===== config.mk =====
export PLATFORM = sky130hd
export DESIGN_NAME = circular_list_engine
export DESIGN_NICKNAME = d
export VERILOG_FILES = /design/src/sv/cle_pkg.sv /design/src/sv/circular_list_engine.sv /design/src/sv/cle_node_mem.sv
export SDC_FILE = /design/constraint.sdc
export NUM_CORES = 1
export LEC_CHECK = 0
export BUFFER_PORTS_ARGS = -buffer_cell sky130_fd_sc_hd__buf_2
export CELL_PAD_IN_SITES_DETAIL_PLACEMENT = 0
export CELL_PAD_IN_SITES_GLOBAL_PLACEMENT = 1
export CORE_MARGIN = 1.5
export CORE_UTILIZATION = 45
export DETAILED_ROUTE_END_ITERATION = 12
export GPL_ROUTABILITY_DRIVEN = 0
export PLACE_DENSITY_LB_ADDON = 0.08
export SLEW_MARGIN = 20
export SYNTH_ARGS = -nofsm -noshare
export SYNTH_HDL_FRONTEND = slang
export SYNTH_SLANG_ARGS = --single-unit

===== constraint.sdc =====
create_clock -name i_clk -period 6.8 [get_ports i_clk]
set_input_delay 1.36 -clock i_clk [delete_from_list [all_inputs] [get_ports i_clk]]
set_output_delay 1.36 -clock i_clk [all_outputs]
set_load 0.02 [all_outputs]

===== src/sv/cle_pkg.sv =====
// shared types, constants and helpers for the circular list engine
// no dependencies
package cle_pkg;

    localparam int CAPACITY = 16;
    localparam int SLOT_W   = (CAPACITY > 1) ? $clog2(CAPACITY) : 1;
    localparam int CNT_W    = $clog2(CAPACITY + 1);
    localparam int COUNT_W  = 5;
    localparam int DATA_W   = 32;
    localparam int ACTION_W = 3;
    localparam int STATUS_W = 2;

    typedef enum logic [ACTION_W-1:0] {
        ACT_INS_HEAD  = 3'd0,
        ACT_INS_TAIL  = 3'd1,
        ACT_DEL_HEAD  = 3'd2,
        ACT_DEL_TAIL  = 3'd3,
        ACT_DEL_VALUE = 3'd4
    } t_action;

    typedef enum logic [STATUS_W-1:0] {
        ST_DONE      = 2'd0,
        ST_EMPTY     = 2'd1,
        ST_FULL      = 2'd2,
        ST_NOT_FOUND = 2'd3
    } t_status;

    typedef struct packed {
        logic              val_we;
        logic [SLOT_W-1:0] val_waddr;
        logic [DATA_W-1:0] val_wdata;
        logic              nxt_we;
        logic [SLOT_W-1:0] nxt_waddr;
        logic [SLOT_W-1:0] nxt_wdata;
        logic [SLOT_W-1:0] val_raddr;
        logic [SLOT_W-1:0] nxt_raddr;
    } t_mem_req;

    // lowest set bit of the free map
    function automatic logic [SLOT_W-1:0] first_free(input logic [CAPACITY-1:0] map);
        logic [SLOT_W-1:0] idx;
        idx = '0;
        for (int i = CAPACITY - 1; i >= 0; i--) begin
            if (map[i]) begin
                idx = SLOT_W'(i);
            end
        end
        return idx;
    endfunction

endpackage


===== src/sv/circular_list_engine.sv =====
// circular singly linked list engine, top level
// node pool with free map, link walker sequencer and output register
// depends on cle_pkg and cle_node_mem
//
// input channel i_in_valid/o_in_ready carries one beat per operation
// (i_action, i_value); output channel o_out_valid/i_out_ready returns one
// beat per operation with status, node count, head and tail values
// one operation is in flight at a time; o_in_ready is high only while idle
// a refused or empty-list operation goes straight to the result step; an insert writes the
// new node and, unless the list was empty, then links it after the tail; delete head relinks
// the tail to the second node and fetches its value; delete tail and delete by value walk
// the list from the head; each operation ends in the result step that loads the output register
// the walk reads one next link per cycle from the link memory port
// the output register holds a result until taken, so the next operation
// may be accepted while it waits; a result stalled behind a held one waits
// reset empties the list and marks every slot free, no clearing pass
module circular_list_engine import cle_pkg::*; (
    input  logic                       i_clk,
    input  logic                       i_rst_n,
    input  logic                       i_in_valid,
    output logic                       o_in_ready,
    input  logic [ACTION_W-1:0]        i_action,
    input  logic signed [DATA_W-1:0]   i_value,
    output logic                       o_out_valid,
    input  logic                       i_out_ready,
    output logic [STATUS_W-1:0]        o_status,
    output logic [COUNT_W-1:0]         o_count,
    output logic signed [DATA_W-1:0]   o_head_value,
    output logic signed [DATA_W-1:0]   o_tail_value,
    output logic                       o_is_empty
);

    typedef enum logic [8:0] {
        S_IDLE   = 9'b000000001,
        S_INS    = 9'b000000010,
        S_DH     = 9'b000000100,
        S_DH_VAL = 9'b000001000,
        S_DT     = 9'b000010000,
        S_DT_VAL = 9'b000100000,
        S_DV_A   = 9'b001000000,
        S_DV_B   = 9'b010000000,
        S_DONE   = 9'b100000000
    } t_state;

    t_state            r_state, n_state;
    logic [CAPACITY-1:0] r_free, n_free;
    logic [CNT_W-1:0]  r_count, n_count;
    logic [SLOT_W-1:0] r_tail, n_tail;
    logic [SLOT_W-1:0] r_head, n_head;
    logic [DATA_W-1:0] r_hval, n_hval;
    logic [DATA_W-1:0] r_tval, n_tval;
    logic [DATA_W-1:0] r_val, n_val;
    logic [SLOT_W-1:0] r_slot, n_slot;
    logic              r_is_tail, n_is_tail;
    logic [SLOT_W-1:0] r_p, n_p;
    logic [DATA_W-1:0] r_pval, n_pval;
    logic [SLOT_W-1:0] r_q, n_q;
    logic [CNT_W-1:0]  r_n, n_n;
    t_status           r_status, n_status;

    logic              r_out_valid, n_out_valid;
    logic [STATUS_W-1:0] r_o_status, n_o_status;
    logic [COUNT_W-1:0] r_o_count, n_o_count;
    logic [DATA_W-1:0] r_o_hval, n_o_hval;
    logic [DATA_W-1:0] r_o_tval, n_o_tval;
    logic              r_o_empty, n_o_empty;

    t_mem_req          w_req;
    logic [DATA_W-1:0] w_val_rdata;
    logic [SLOT_W-1:0] w_nxt_rdata;
    logic              w_full;
    logic              w_empty;
    logic              w_one;
    logic [SLOT_W-1:0] w_slot;
    t_action           w_act;

    cle_node_mem u_mem (
        .i_clk       (i_clk),
        .i_req       (w_req),
        .o_val_rdata (w_val_rdata),
        .o_nxt_rdata (w_nxt_rdata)
    );

    assign w_full  = (r_free == '0);
    assign w_slot  = first_free(r_free);
    assign w_empty = (r_count == '0);
    assign w_one   = (r_count == CNT_W'(1));
    assign w_act   = t_action'(i_action);

    assign o_in_ready = (r_state == S_IDLE);

    always_comb begin
        n_state     = r_state;
        n_free      = r_free;
        n_count     = r_count;
        n_tail      = r_tail;
        n_head      = r_head;
        n_hval      = r_hval;
        n_tval      = r_tval;
        n_val       = r_val;
        n_slot      = r_slot;
        n_is_tail   = r_is_tail;
        n_p         = r_p;
        n_pval      = r_pval;
        n_q         = r_q;
        n_n         = r_n;
        n_status    = r_status;
        n_out_valid = r_out_valid && !i_out_ready;
        n_o_status  = r_o_status;
        n_o_count   = r_o_count;
        n_o_hval    = r_o_hval;
        n_o_tval    = r_o_tval;
        n_o_empty   = r_o_empty;

        w_req           = '0;
        w_req.val_raddr = w_nxt_rdata;
        w_req.nxt_raddr = w_nxt_rdata;

        case (r_state)
            S_IDLE: begin
                w_req.nxt_raddr = r_head;
                if (i_in_valid) begin
                    n_val    = i_value;
                    n_status = ST_DONE;
                    n_state  = S_DONE;
                    case (w_act)
                        ACT_INS_HEAD, ACT_INS_TAIL: begin
                            if (w_full) begin
                                n_status = ST_FULL;
                            end else begin
                                w_req.val_we    = 1'b1;
                                w_req.val_waddr = w_slot;
                                w_req.val_wdata = i_value;
                                w_req.nxt_we    = 1'b1;
                                w_req.nxt_waddr = w_slot;
                                n_free[w_slot]  = 1'b0;
                                n_count         = r_count + CNT_W'(1);
                                n_slot          = w_slot;
                                n_is_tail       = (w_act == ACT_INS_TAIL);
                                if (w_empty) begin
                                    w_req.nxt_wdata = w_slot;
                                    n_tail          = w_slot;
                                    n_head          = w_slot;
                                    n_hval          = i_value;
                                    n_tval          = i_value;
                                end else begin
                                    w_req.nxt_wdata = r_head;
                                    n_state         = S_INS;
                                end
                            end
                        end
                        ACT_DEL_HEAD, ACT_DEL_TAIL, ACT_DEL_VALUE: begin
                            if (w_empty) begin
                                n_status = ST_EMPTY;
                            end else if (w_act == ACT_DEL_HEAD
                                         || (w_act == ACT_DEL_TAIL && w_one)
                                         || (w_act == ACT_DEL_VALUE && r_hval == i_value)) begin
                                if (w_one) begin
                                    n_free[r_head] = 1'b1;
                                    n_count        = '0;
                                    n_tail         = '0;
                                end else begin
                                    n_state = S_DH;
                                end
                            end else if (w_act == ACT_DEL_TAIL) begin
                                n_p     = r_head;
                                n_state = S_DT;
                            end else if (w_one) begin
                                n_status = ST_NOT_FOUND;
                            end else begin
                                n_p     = r_head;
                                n_pval  = r_hval;
                                n_n     = CNT_W'(1);
                                n_state = S_DV_A;
                            end
                        end
                        default: begin
                        end
                    endcase
                end
            end
            S_INS: begin
                w_req.nxt_we    = 1'b1;
                w_req.nxt_waddr = r_tail;
                w_req.nxt_wdata = r_slot;
                if (r_is_tail) begin
                    n_tail = r_slot;
                    n_tval = r_val;
                end else begin
                    n_head = r_slot;
                    n_hval = r_val;
                end
                n_state = S_DONE;
            end
            S_DH: begin
                w_req.nxt_we    = 1'b1;
                w_req.nxt_waddr = r_tail;
                w_req.nxt_wdata = w_nxt_rdata;
                n_free[r_head]  = 1'b1;
                n_count         = r_count - CNT_W'(1);
                n_head          = w_nxt_rdata;
                n_state         = S_DH_VAL;
            end
            S_DH_VAL: begin
                n_hval  = w_val_rdata;
                n_state = S_DONE;
            end
            S_DT: begin
                if (w_nxt_rdata == r_tail) begin
                    w_req.nxt_we    = 1'b1;
                    w_req.nxt_waddr = r_p;
                    w_req.nxt_wdata = r_head;
                    w_req.val_raddr = r_p;
                    n_free[r_tail]  = 1'b1;
                    n_tail          = r_p;
                    n_count         = r_count - CNT_W'(1);
                    n_state         = S_DT_VAL;
                end else begin
                    n_p = w_nxt_rdata;
                end
            end
            S_DT_VAL: begin
                n_tval  = w_val_rdata;
                n_state = S_DONE;
            end
            S_DV_A: begin
                n_q     = w_nxt_rdata;
                n_state = S_DV_B;
            end
            S_DV_B: begin
                if (w_val_rdata == r_val) begin
                    w_req.nxt_we    = 1'b1;
                    w_req.nxt_waddr = r_p;
                    w_req.nxt_wdata = w_nxt_rdata;
                    n_free[r_q]     = 1'b1;
                    n_count         = r_count - CNT_W'(1);
                    if (r_q == r_tail) begin
                        n_tail = r_p;
                        n_tval = r_pval;
                    end
                    n_state = S_DONE;
                end else if (r_n + CNT_W'(1) == r_count) begin
                    n_status = ST_NOT_FOUND;
                    n_state  = S_DONE;
                end else begin
                    n_n    = r_n + CNT_W'(1);
                    n_p    = r_q;
                    n_pval = w_val_rdata;
                    n_q    = w_nxt_rdata;
                end
            end
            S_DONE: begin
                if (!r_out_valid || i_out_ready) begin
                    n_out_valid = 1'b1;
                    n_o_status  = r_status;
                    n_o_count   = COUNT_W'(r_count);
                    n_o_hval    = w_empty ? '0 : r_hval;
                    n_o_tval    = w_empty ? '0 : r_tval;
                    n_o_empty   = w_empty;
                    n_state     = S_IDLE;
                end
            end
            default: begin
                n_state = S_IDLE;
            end
        endcase
    end

    always_ff @(posedge i_clk) begin
        if (!i_rst_n) begin
            r_state     <= S_IDLE;
            r_free      <= '1;
            r_count     <= '0;
            r_tail      <= '0;
            r_head      <= '0;
            r_out_valid <= 1'b0;
        end else begin
            r_state     <= n_state;
            r_free      <= n_free;
            r_count     <= n_count;
            r_tail      <= n_tail;
            r_head      <= n_head;
            r_out_valid <= n_out_valid;
        end
    end

    always_ff @(posedge i_clk) begin
        r_hval     <= n_hval;
        r_tval     <= n_tval;
        r_val      <= n_val;
        r_slot     <= n_slot;
        r_is_tail  <= n_is_tail;
        r_p        <= n_p;
        r_pval     <= n_pval;
        r_q        <= n_q;
        r_n        <= n_n;
        r_status   <= n_status;
        r_o_status <= n_o_status;
        r_o_count  <= n_o_count;
        r_o_hval   <= n_o_hval;
        r_o_tval   <= n_o_tval;
        r_o_empty  <= n_o_empty;
    end

    assign o_out_valid  = r_out_valid;
    assign o_status     = r_o_status;
    assign o_count      = r_o_count;
    assign o_head_value = r_o_hval;
    assign o_tail_value = r_o_tval;
    assign o_is_empty   = r_o_empty;

endmodule


===== src/sv/cle_node_mem.sv =====
// node value memory and next-link memory, one write and one read port each
// registered read data; depends on cle_pkg
module cle_node_mem import cle_pkg::*; (
    input  logic              i_clk,
    input  t_mem_req          i_req,
    output logic [DATA_W-1:0] o_val_rdata,
    output logic [SLOT_W-1:0] o_nxt_rdata
);

    logic [DATA_W-1:0] r_val_mem [CAPACITY];
    logic [SLOT_W-1:0] r_nxt_mem [CAPACITY];
    logic [DATA_W-1:0] r_val_rdata;
    logic [SLOT_W-1:0] r_nxt_rdata;

    always_ff @(posedge i_clk) begin
        if (i_req.val_we) begin
            r_val_mem[i_req.val_waddr] <= i_req.val_wdata;
        end
        r_val_rdata <= r_val_mem[i_req.val_raddr];
    end

    always_ff @(posedge i_clk) begin
        if (i_req.nxt_we) begin
            r_nxt_mem[i_req.nxt_waddr] <= i_req.nxt_wdata;
        end
        r_nxt_rdata <= r_nxt_mem[i_req.nxt_raddr];
    end

    assign o_val_rdata = r_val_rdata;
    assign o_nxt_rdata = r_nxt_rdata;

endmodule


## Yosys cells after proc, flatten, opt, wreduce, memory -nomap -nowiden

Memories as Yosys holds them, arrays and structs flattened. A register that Yosys moved wholly into a read port is not among the register bits.
Index checks and enable logic that the tools add are counted.

- Output and inout bits: 74
- RAM bits: 576
- Memories: 2
- Register bits: 259
- Input bits: 39
- Logic and storage cells: 265

Memories:

| memory | words | width | read ports | clocked after Yosys merged registers in | write ports | RTL line | RTL |
|---|---|---|---|---|---|---|---|
| u_mem.r_val_mem | 16 | 32 | 1 | 1 | 1 | cle_node_mem.sv:10 | `logic [DATA_W-1:0] r_val_mem [CAPACITY];` |
| u_mem.r_nxt_mem | 16 | 4 | 1 | 1 | 1 | cle_node_mem.sv:11 | `logic [SLOT_W-1:0] r_nxt_mem [CAPACITY];` |

- Reduce and logical (&&, ||, !) cells: 39
- Eq/ne operators: 46
- Bitwise logic cells: 6
- Multiplexer cells: 140
- Order comparisons: 8
- $add $sub $neg: 3

Operator list:

| kind | number |
|---|---|
| 32-bit two-way mux | 16 |
| 4-bit two-way mux | 44 |
| 46-bit two-way mux | 3 |
| 32-bit case mux with 4 select lines | 1 |
| 9-bit two-way mux | 13 |
| 16-bit two-way mux | 7 |
| 32-bit case mux with 3 select lines | 1 |
| 5-bit two-way mux | 15 |
| 32-bit == test | 2 |
| 16-bit case mux with 4 select lines | 1 |
| 32-bit case mux with 2 select lines | 1 |
| 9-bit case mux with 7 select lines | 1 |
| 16-bit OR | 3 |
| 9-bit case mux with 5 select lines | 1 |
| 37-bit two-way mux | 1 |
| 2-bit inequality test (second input constant) | 16 |
| 16-bit case mux with 2 select lines | 1 |
| 9-bit AND reduction | 3 |
| 4-bit case mux with 3 select lines | 2 |
| 4-bit by 5-bit < comparator with 1-bit output (second input constant) | 4 |
| 5-bit case mux with 2 select lines | 2 |
| 5-bit case mux with 4 select lines | 1 |
| 3-bit inequality test (second input constant) | 6 |
| 9-bit case mux with 2 select lines | 1 |
| 49 further kinds | 96 |

## Longest topological paths before layout

Gate-level depths: netlist (run 1).

- Depth after elaboration: 26
- Mapped depth: 11
- Mapped depth without buffers: 9

## Cells and area by module

Synthesis (run 1) repeated with hierarchy kept, for this count alone.

- Cell total of the unflattened synthesis: 2,285
- Area total of the unflattened synthesis: 35,805.6 um2

Modules (own cells, without submodules):

| module | sequential area each (um2) | cells an instance | times used | area an instance (um2) |
|---|---|---|---|---|
| cle_node_mem | 18,017.3 | 968 | 1 | 22,431.5 |
| circular_list_engine | 7,387.1 | 1,317 | 1 | 13,374.1 |

## Worst setup path after synthesis (run 1)

OpenSTA, ideal clock, no wires.

- Path kind: input -> register
- Start: in i_action[1]
- End: reg r_n[0], enable pin
- Path buffers: 0
- Cell stages on the path: 4
- Data arrival time: 4,949 ps
- Required time: 6,313 ps
- Setup time: 487 ps
- Path slack: 1,364 ps
- Path through: or3b_1 -> o22ai_1 -> nand3_1 -> a211oi_1

- Word-level cells in the longest chain between the ends: 6
- Elaborated cells between the ends (all ways): 12
- Classes of those cells: eq/ne (6); reduce/logical (6)

RTL lines:

| item | RTL line | RTL |
|---|---|---|
| start, declared | circular_list_engine.sv:22 | `input logic [ACTION_W-1:0] i_action,` |
| 3-bit by 2-bit == test with 1-bit output | circular_list_engine.sv:126, circular_list_engine.sv:156, circular_list_engine.sv:165 |  |
| 1-bit logical AND | circular_list_engine.sv:156 | `\|\| (w_act == ACT_DEL_TAIL && w_one)` |
| 1-bit logical OR | circular_list_engine.sv:156 |  |
| 1-bit logical OR | circular_list_engine.sv:157 | `\|\| (w_act == ACT_DEL_VALUE && r_hval == i_value)) begin` |
| 2-bit inequality test (no line) | -- |  |
| 9-bit AND reduction (no line) * | -- |  |
| end signal, assigned | circular_list_engine.sv:296 | `r_n <= n_n;` |
| end, declared | circular_list_engine.sv:58 | `logic [CNT_W-1:0] r_n, n_n;` |

Every way passes the cells marked *; elsewhere a longest branch is shown, timed or not.
A chain may end at the register's enable or synchronous reset.

## Worst setup path after layout (run 1)

- Start: reg r_tail[1]
- End: reg u_mem.r_val_rdata[25], in the netlist u_mem.o_val_rdata[25] (read register of u_mem.r_val_mem)

- Word-level cells in the longest chain between the ends: 3

RTL lines:

| item | RTL line | RTL |
|---|---|---|
| start, declared | circular_list_engine.sv:48 | `logic [SLOT_W-1:0] r_tail, n_tail;` |
| start signal, assigned | circular_list_engine.sv:281 | `r_tail <= n_tail;` |
| 4-bit == test | circular_list_engine.sv:209 | `if (w_nxt_rdata == r_tail) begin` |
| 13-bit two-way mux | circular_list_engine.sv:209 |  |
| 4-bit two-way mux | circular_list_engine.sv:119 | `case (r_state)` |
| end, declared | cle_node_mem.sv:12 | `logic [DATA_W-1:0] r_val_rdata;` |

Every way passes these cells.

==> metrics.log, run 1 <==
[metrics] critical path startpoint category: register
[metrics] remaining global-route overflow: 0
[metrics] number of warning messages in the yosys log: 0
[metrics] overall global routing resource usage: 24.6%
[metrics] cell with the largest stage delay on the worst path: sky130_fd_sc_hd__mux2i_4
[metrics] post-route antenna net violation count: 0
[metrics] combinational family with the most area after synthesis: multiplexers
[metrics] fraction of power consumed by sequential logic: 45.4%
[metrics] status: finished clean
[metrics] ys flop type: sky130_fd_sc_hd__edfxtp_1
[metrics] TritonCTS clock tree: yes
[metrics] total power draw: 15.1 mW
[metrics] PortBufs: 112
[metrics] slew at the pin closest to its max-slew limit: 1.14 ns
[metrics] cell types with the highest counts after synthesis: sky130_fd_sc_hd__edfxtp_1, sky130_fd_sc_hd__mux2i_1, sky130_fd_sc_hd__nand2_1, sky130_fd_sc_hd__o22ai_1, sky130_fd_sc_hd__nor2_1
[metrics] Initial Utilization: 45.4%
[metrics] launching instance or port of the critical path: r_tail[1]$_SDFFE_PN0P_
[metrics] Post-Synth XOR/XNOR Area: 1.99%
[metrics] synthesis-to-layout area growth: 13.8%
[metrics] Period minus WS final: 4.55 ns
[metrics] number of distinct library cells after synthesis: 88
[metrics] maximum vdd drop: 0.226 mV
[metrics] wire length of the first global-routing pass: 148000 µm
[metrics] largest net degree at the start of global routing: 74
[metrics] final WL: 103000 µm
[metrics] fillcell total: 6694
[metrics] half-perimeter wire length after placement: 62200 µm
[metrics] worst hold path class: register to register
[metrics] arrival time of data at the critical path endpoint: 5.00 ns
[metrics] Worst Skew: 0.0284 ns
[metrics] net count after synthesis: 2547
[metrics] via count of the first global-routing pass: 21600
[metrics] Chip Width: 288 µm
[metrics] Net Sw Power: 4.62 mW
[metrics] mean instance size in the synthesized netlist: 14.6 µm²
[metrics] Final Max Slew Viols: 0
[metrics] most frequent cell after synthesis: sky130_fd_sc_hd__edfxtp_1
[metrics] floorplan die area: 82700 µm²
[metrics] area share of fa/ha/maj cells after synthesis: 0.172%
[metrics] number of maximum-capacitance violations: 0
[metrics] Syn Std Cell Area: 36400 µm²
[metrics] total internal power: 10.5 mW
[metrics] start point of the worst min-delay path: r_status[1]$_SDFFCE_PP1P_
[metrics] category of the most critical setup path: register to register
[metrics] core occupancy in the finished layout: 51.7%
[metrics] detailed-routing iteration count for the pre-antenna-repair pass: 8
[metrics] count of buffering cells on the critical path with inverters included: 1
[metrics] die span in y: 288 µm
[metrics] crit-path cells: xnor2_1 > nand4_1 > nor2_2 > mux2i_4 > buf_4 > mux2i_1 > o22ai_1 > or4_1
[metrics] CTS clock-pin slew for the worst setup and hold paths: 0.06 ns
[metrics] top cells by area in the synthesized netlist: sky130_fd_sc_hd__edfxtp_1, sky130_fd_sc_hd__mux2i_1, sky130_fd_sc_hd__dfxtp_1
[metrics] reg-to-reg startpoint: r_tail[1]$_SDFFE_PN0P_
[metrics] Boundary Pins: 113
[metrics] EDFF count, synth: 796
[metrics] leading area contributor after synthesis: sky130_fd_sc_hd__edfxtp_1
[metrics] ratio of total power to cell area: 364 nW/µm²
[metrics] number of buffers inserted by hold repair at cts: 0
[metrics] Compound-Gate Fraction of Synth Area: 8.32%
[metrics] worst slew margin relative to its limit: 23.6%
[metrics] FF+latch count, synth: 871
[metrics] routed length per instance: 27.2 µm
[metrics] largest driver fanout on the critical path: 31
[metrics] Final setup viols: 0
[metrics] Clock H-tree levels: 3
[metrics] net count of the finished layout: 2671
[metrics] CTS Buf Count: 93
[metrics] # rows: 104
[metrics] Data required, critical path: 7.26 ns
[metrics] CTS Buffer Depth: 3
[metrics] share of the clock period used by the worst path after layout: 66.9%
[metrics] post-synthesis mux area share: 9.01%
[metrics] setup repair after global routing missed its margin: no
[metrics] latest clock arrival within the worst-skew pair: 0.65 ns
[metrics] number of DRC markers in iteration 0: 2554
[metrics] CTS Root Cell: sky130_fd_sc_hd__clkbuf_16
[metrics] Final Hold Vio Count: 0
[metrics] number of instances resized during post-cts repair: 0
[metrics] buffers inserted during post-CTS setup optimization: 0
[metrics] number of sinks handled by clock tree synthesis: 871
[metrics] clock network power share: 33.9%
[metrics] switching share of power: 30.6%
[metrics] Vias per Instance: 5.98
[metrics] sequential share of the synthesized area: 69.7%
[metrics] residual DRC count: 0
[metrics] kind of end point of the critical path: register
[metrics] synthesized-area fraction occupied by and/or/nand/nor cells: 8.60%
[metrics] core box area: 80300 µm²
[metrics] vias after detailed routing: 22500
[metrics] logic gate share of total power: 20.7%
[metrics] Setup Total Neg Slack: 0 ns
[metrics] LEAKAGE: 15.7 nW
[metrics] max frequency: 220 MHz
[metrics] share of flip-flops with an asynchronous set or reset: 0%
[metrics] ratio of cells with drive above 1 in the final layout: 14.0%
[metrics] family of cells with the greatest summed delay on the critical path: simple AND/OR/NAND/NOR gates
[metrics] top cell type's share of synthesized area: 65.6%
[metrics] Syn Inst Count: 2503
[metrics] number of antenna violations at the first check in global routing: 3
[metrics] biggest cell delay along the critical path: 0.82 ns
-- layout by cell type, fill, tap and decap left out, types with 17 or more instances in the layout --
cell	instances
sky130_fd_sc_hd__edfxtp_1	796
sky130_fd_sc_hd__mux2i_1	323
sky130_fd_sc_hd__nand2_1	239
sky130_fd_sc_hd__o22ai_1	143
sky130_fd_sc_hd__buf_2	113
sky130_fd_sc_hd__clkbuf_16	94
sky130_fd_sc_hd__dfxtp_1	75
sky130_fd_sc_hd__nor2_1	72
sky130_fd_sc_hd__xor2_1	72
sky130_fd_sc_hd__and2_1	70
sky130_fd_sc_hd__buf_4	61
sky130_fd_sc_hd__a22oi_1	52
sky130_fd_sc_hd__a21oi_1	48
sky130_fd_sc_hd__nor4_1	43
sky130_fd_sc_hd__or4_1	35
sky130_fd_sc_hd__and3_1	34
sky130_fd_sc_hd__a31oi_1	26
sky130_fd_sc_hd__inv_1	21
sky130_fd_sc_hd__nor3_1	21
sky130_fd_sc_hd__a222oi_1	21
sky130_fd_sc_hd__clkbuf_1	21
sky130_fd_sc_hd__o21ai_0	20
sky130_fd_sc_hd__nand3_1	18
sky130_fd_sc_hd__clkinv_2	17
-- layer usage --
| metal | GRT usage [%] | share of wire (%) |
|---|---|---|
| met3 | 3.31 | 7.0 |
| met1 | 36.3 | 45 |
| met4 | 7.20 | 2.8 |
| met5 | 0 | 0 |
| met2 | 37.9 | 45 |
-- cell type report --
type	count	area (µm²)	share of cell area [%]
Multi-Input combinational cell	1459	10400	25.1
Clock buffer	116	2440	5.89
Clock inverter	58	663	1.60
Timing Repair Buffer	178	1110	2.68
Tap cell	1060	1330	3.20
Sequential cell	871	25400	61.2
Antenna cell	2	5.00	0.0121
Inverter	24	95.1	0.229
-- state kept, by name (all words and copies together), names as in the netlist, 5 cells and up --
register	flops
u_mem.r_val_mem	512
u_mem.r_nxt_mem	64
o_head_value	32
o_tail_value	32
r_hval	32
r_pval	32
r_tval	32
r_val	32
u_mem.o_val_rdata	32
r_free	16
r_state	9
o_count	5
r_count	5
r_n	5
-- worst paths after layout --
path | slack (ns) | endpoint | depth (start not counted)
worst max-delay path | 2.25 | u_mem.o_val_rdata[25]$_DFF_P_ | 8
worst min register to register | 0.43 | o_status[1]$_DFFE_PP_ | 0
worst min-delay path | 0.43 | o_status[1]$_DFFE_PP_ | 0
worst max register to register | 2.25 | u_mem.o_val_rdata[25]$_DFF_P_ | 8
-- power groups by stage --
stage	Clock [mW]	Sequential [mW]	Combinational [mW]
2_1_floorplan	0	6.80	2.06
3_3_place_gp	0	6.95	3.10
3_5_place_dp	0	6.96	3.11
4_1_cts	5.22	6.84	3.12
5_1_grt	5.42	6.90	3.34
6_report	5.12	6.87	3.12
-- logic make-up after synthesis --
kind of cell	count (synthesis)
xor+xnor	83
mux	328
fa+ha+maj	5
buf+inv	173
flops	871
compound gates	426
simple gates	617
-- stage by stage --
step | instance area, µm² | std cells | worst slack (ns) | hold WS, ns
after floorplan | 36400 | 2503 | 1.36 | 0.400
after global placement | 38300 | 3590 | 1.90 | 0.406
after detailed placement | 38300 | 3590 | 1.86 | 0.407
after CTS | 41400 | 3764 | 2.26 | 0.421
after global routing | 41500 | 3768 | 2.04 | 0.442
final | 41500 | 3768 | 2.25 | 0.425
No activity file was read; power rests on OpenSTA's default activity.
==> run 2: changes to the inputs <==
- clock period: 6.8 -> 3.9 ns (I/O delays scaled with it)
==> run 2 against run 1 <==
Effect of this change: non-clock buffer count up 66; power up 75%; sequential cell count unchanged; hold slack worse by 0.045 ns; clock power up 69%; design area up 1.9%; via count up 0.95%; critical path type unchanged; count of clock-buffer cells in the layout down 6; first-iteration DRC count down 2.1%.
==> metrics.log, run 2 (synthesis gave the netlist of run 1 again) <==
[metrics] status: finished clean
[metrics] Period minus WS final: 3.54 ns
[metrics] number of DRC markers in iteration 0: 2501
[metrics] Final Max Slew Viols: 0
[metrics] share of the clock period used by the worst path after layout: 90.9%
[metrics] largest driver fanout on the critical path: 8
[metrics] cell repeated most along the worst path: sky130_fd_sc_hd__nor4_1
[metrics] biggest cell delay along the critical path: 0.75 ns
[metrics] hold endpoint: r_val[17]$_DFFE_PP_
[metrics] floorplan die area: 82700 µm²
[metrics] most common cell after layout, fill and taps aside: sky130_fd_sc_hd__edfxtp_1
[metrics] Boundary Pins: 113
[metrics] core box area: 80300 µm²
[metrics] Clock H-tree levels: 3
[metrics] family of cells with the greatest summed delay on the critical path: simple AND/OR/NAND/NOR gates
[metrics] remaining global-route overflow: 0
[metrics] routed length per instance: 26.9 µm
[metrics] Worst Skew: 0.0358 ns
[metrics] count of buffering cells on the critical path with inverters included: 0
[metrics] half-perimeter wire length after placement: 64400 µm
[metrics] number of antenna violations at the first check in global routing: 5
[metrics] top flop regs: u_mem.r_val_mem (512), u_mem.r_nxt_mem (64)
[metrics] placed cells: 3658
[metrics] max frequency: 282 MHz
[metrics] start point of the worst min-delay path: i_value[17]
[metrics] Chip Width: 288 µm
[metrics] Final Hold Vio Count: 0
[metrics] via count of the first global-routing pass: 21900
[metrics] crit-path cells: xor2_1 > nor4_1 > nand4_1 > nor3_2 > or2_2 > a221oi_1 > nor4_1
[metrics] critical path startpoint category: register
[metrics] slew at the pin closest to its max-slew limit: 1.10 ns
[metrics] synthesis-to-layout area growth: 16.0%
[metrics] Final setup viols: 0
[metrics] top library cells by usage in the layout, fill and taps aside: sky130_fd_sc_hd__edfxtp_1, sky130_fd_sc_hd__mux2i_1, sky130_fd_sc_hd__nand2_1, sky130_fd_sc_hd__o22ai_1, sky130_fd_sc_hd__buf_2
[metrics] Vias per Instance: 5.94
[metrics] TritonCTS clock tree: yes
[metrics] CTS Buf Count: 91
[metrics] Biggest register: u_mem.r_val_mem
[metrics] overall global routing resource usage: 24.7%
[metrics] placed cell area: 39300 µm²
[metrics] area used by sequential logic in the layout: 25400 µm²
[metrics] category of the most critical setup path: register to register
[metrics] number of instances resized during post-cts repair: 0
[metrics] reg-to-reg setup timing slack: 0.36 ns
[metrics] # rows: 104
[metrics] combined area of the multi-input logic cells: 10500 µm²
[metrics] Setup Total Neg Slack: 0 ns
[metrics] fillcell total: 6658
[metrics] largest net degree at the start of global routing: 73
[metrics] path length in cells of the critical path: 7
[metrics] CTS Root Cell: sky130_fd_sc_hd__clkbuf_16
[metrics] ratio of cells with drive above 1 in the final layout: 16.3%
[metrics] kind of end point of the critical path: register
[metrics] number of flip-flops under the largest register name: 512
[metrics] LEAKAGE: 16.1 nW
[metrics] core occupancy in the finished layout: 52.7%
[metrics] worst slew margin relative to its limit: 26.4%
[metrics] number of maximum-capacitance violations: 0
[metrics] worst hold path class: input pin to register
[metrics] ratio of total power to cell area: 625 nW/µm²
[metrics] buffers inserted during post-CTS setup optimization: 0
[metrics] cell depth of the worst flop-to-flop path: 7
[metrics] vias after detailed routing: 22700
[metrics] setup repair after global routing missed its margin: no
[metrics] Initial Utilization: 45.4%
[metrics] number of cells on the worst hold path: 1
[metrics] number of buffers inserted by hold repair at cts: 0
[metrics] final WL: 103000 µm
[metrics] Data required, critical path: 4.19 ns
[metrics] detailed-routing iteration count for the pre-antenna-repair pass: 8
[metrics] CTS clock-pin slew for the worst setup and hold paths: 0.06 ns
[metrics] die span in y: 288 µm
[metrics] terminus of the critical flop-to-flop path: u_mem.r_nxt_mem[3][0]$_DFFE_PP_
[metrics] arrival time of data at the critical path endpoint: 3.83 ns
[metrics] reg-to-reg startpoint: u_mem.o_val_rdata[22]$_DFF_P_
[metrics] latest clock arrival within the worst-skew pair: 0.67 ns
[metrics] post-route antenna net violation count: 0
[metrics] residual DRC count: 0
[metrics] wire length of the first global-routing pass: 149000 µm
[metrics] CTS Buffer Depth: 3
[metrics] post-layout instance count excluding filler cells: 3826
[metrics] PortBufs: 112
[metrics] cell area after layout: 42300 µm²
[metrics] maximum vdd drop: 0.437 mV
[metrics] number of sinks handled by clock tree synthesis: 871
[metrics] cell with the largest stage delay on the worst path: sky130_fd_sc_hd__nor4_1
[metrics] net count of the finished layout: 2735
==> run 2: routing by layer <==
| metal | share of wire (%) | vias to the layer above | GRT usage (%) |
|---|---|---|---|
| met5 | 0 | - | 0 |
| met4 | 2.5 | 0 | 6.39 |
| met3 | 6.8 | 166 | 3.59 |
| met2 | 46 | 979 | 38.5 |
| met1 | 45 | 11400 | 36.3 |
| li1 | - | 10200 | - |
==> run 2: worst register-to-register path, stage by stage (launching register included) <==
cell,delay [ns]
sky130_fd_sc_hd__dfxtp_1,0.59
sky130_fd_sc_hd__xor2_1,0.23
sky130_fd_sc_hd__nor4_1,0.33
sky130_fd_sc_hd__nand4_1,0.34
sky130_fd_sc_hd__nor3_2,0.42
sky130_fd_sc_hd__or2_2,0.28
sky130_fd_sc_hd__a221oi_1,0.26
sky130_fd_sc_hd__nor4_1,0.75
==> run 2: area by class of cell <==
| type | count | share of cell area [%] |
|---|---|---|
| clock inverter | 57 | 1.50 |
| sequential | 871 | 60.1 |
| antenna | 1 | 0.00592 |
| clock buffer | 110 | 5.60 |
| timing repair buffer | 244 | 4.73 |
| multi-input combinational | 1459 | 24.7 |
| inverter | 24 | 0.225 |
| tap | 1060 | 3.14 |
==> run 2: through the flow <==
stage	hold slack (ns)	total power [mW]	setup WS [ns]
finish	0.381	26.4	0.356
floorplan	0.400	15.5	0.0363
detailed placement	0.462	17.9	0.152
CTS	0.344	26.6	0.343
global route	0.361	27.4	0.167
global placement	0.468	17.8	0.169
==> run 2: worst max path at each step <==
stage	start	end
floorplan	r_state[4]$_SDFFE_PN0P_	r_tval[0]$_DFFE_PP_
global placement	i_action[1]	r_free[6]$_SDFFE_PN1P_
detailed placement	i_action[1]	r_free[7]$_SDFFE_PN1P_
CTS	u_mem.o_val_rdata[22]$_DFF_P_	u_mem.r_nxt_mem[3][0]$_DFFE_PP_
global route	u_mem.o_val_rdata[22]$_DFF_P_	u_mem.r_nxt_mem[3][0]$_DFFE_PP_
finish	u_mem.o_val_rdata[22]$_DFF_P_	u_mem.r_nxt_mem[3][0]$_DFFE_PP_
==> run 2: where the power goes <==
part / total, mW / switching [mW] / internal, mW / leakage [nW]
Sequential: 11.9 / 0.742 / 11.1 / 7.91
Combinational: 5.87 / 3.71 / 2.16 / 6.75
Clock: 8.66 / 3.68 / 4.97 / 1.46
Total: 26.4 / 8.14 / 18.3 / 16.1
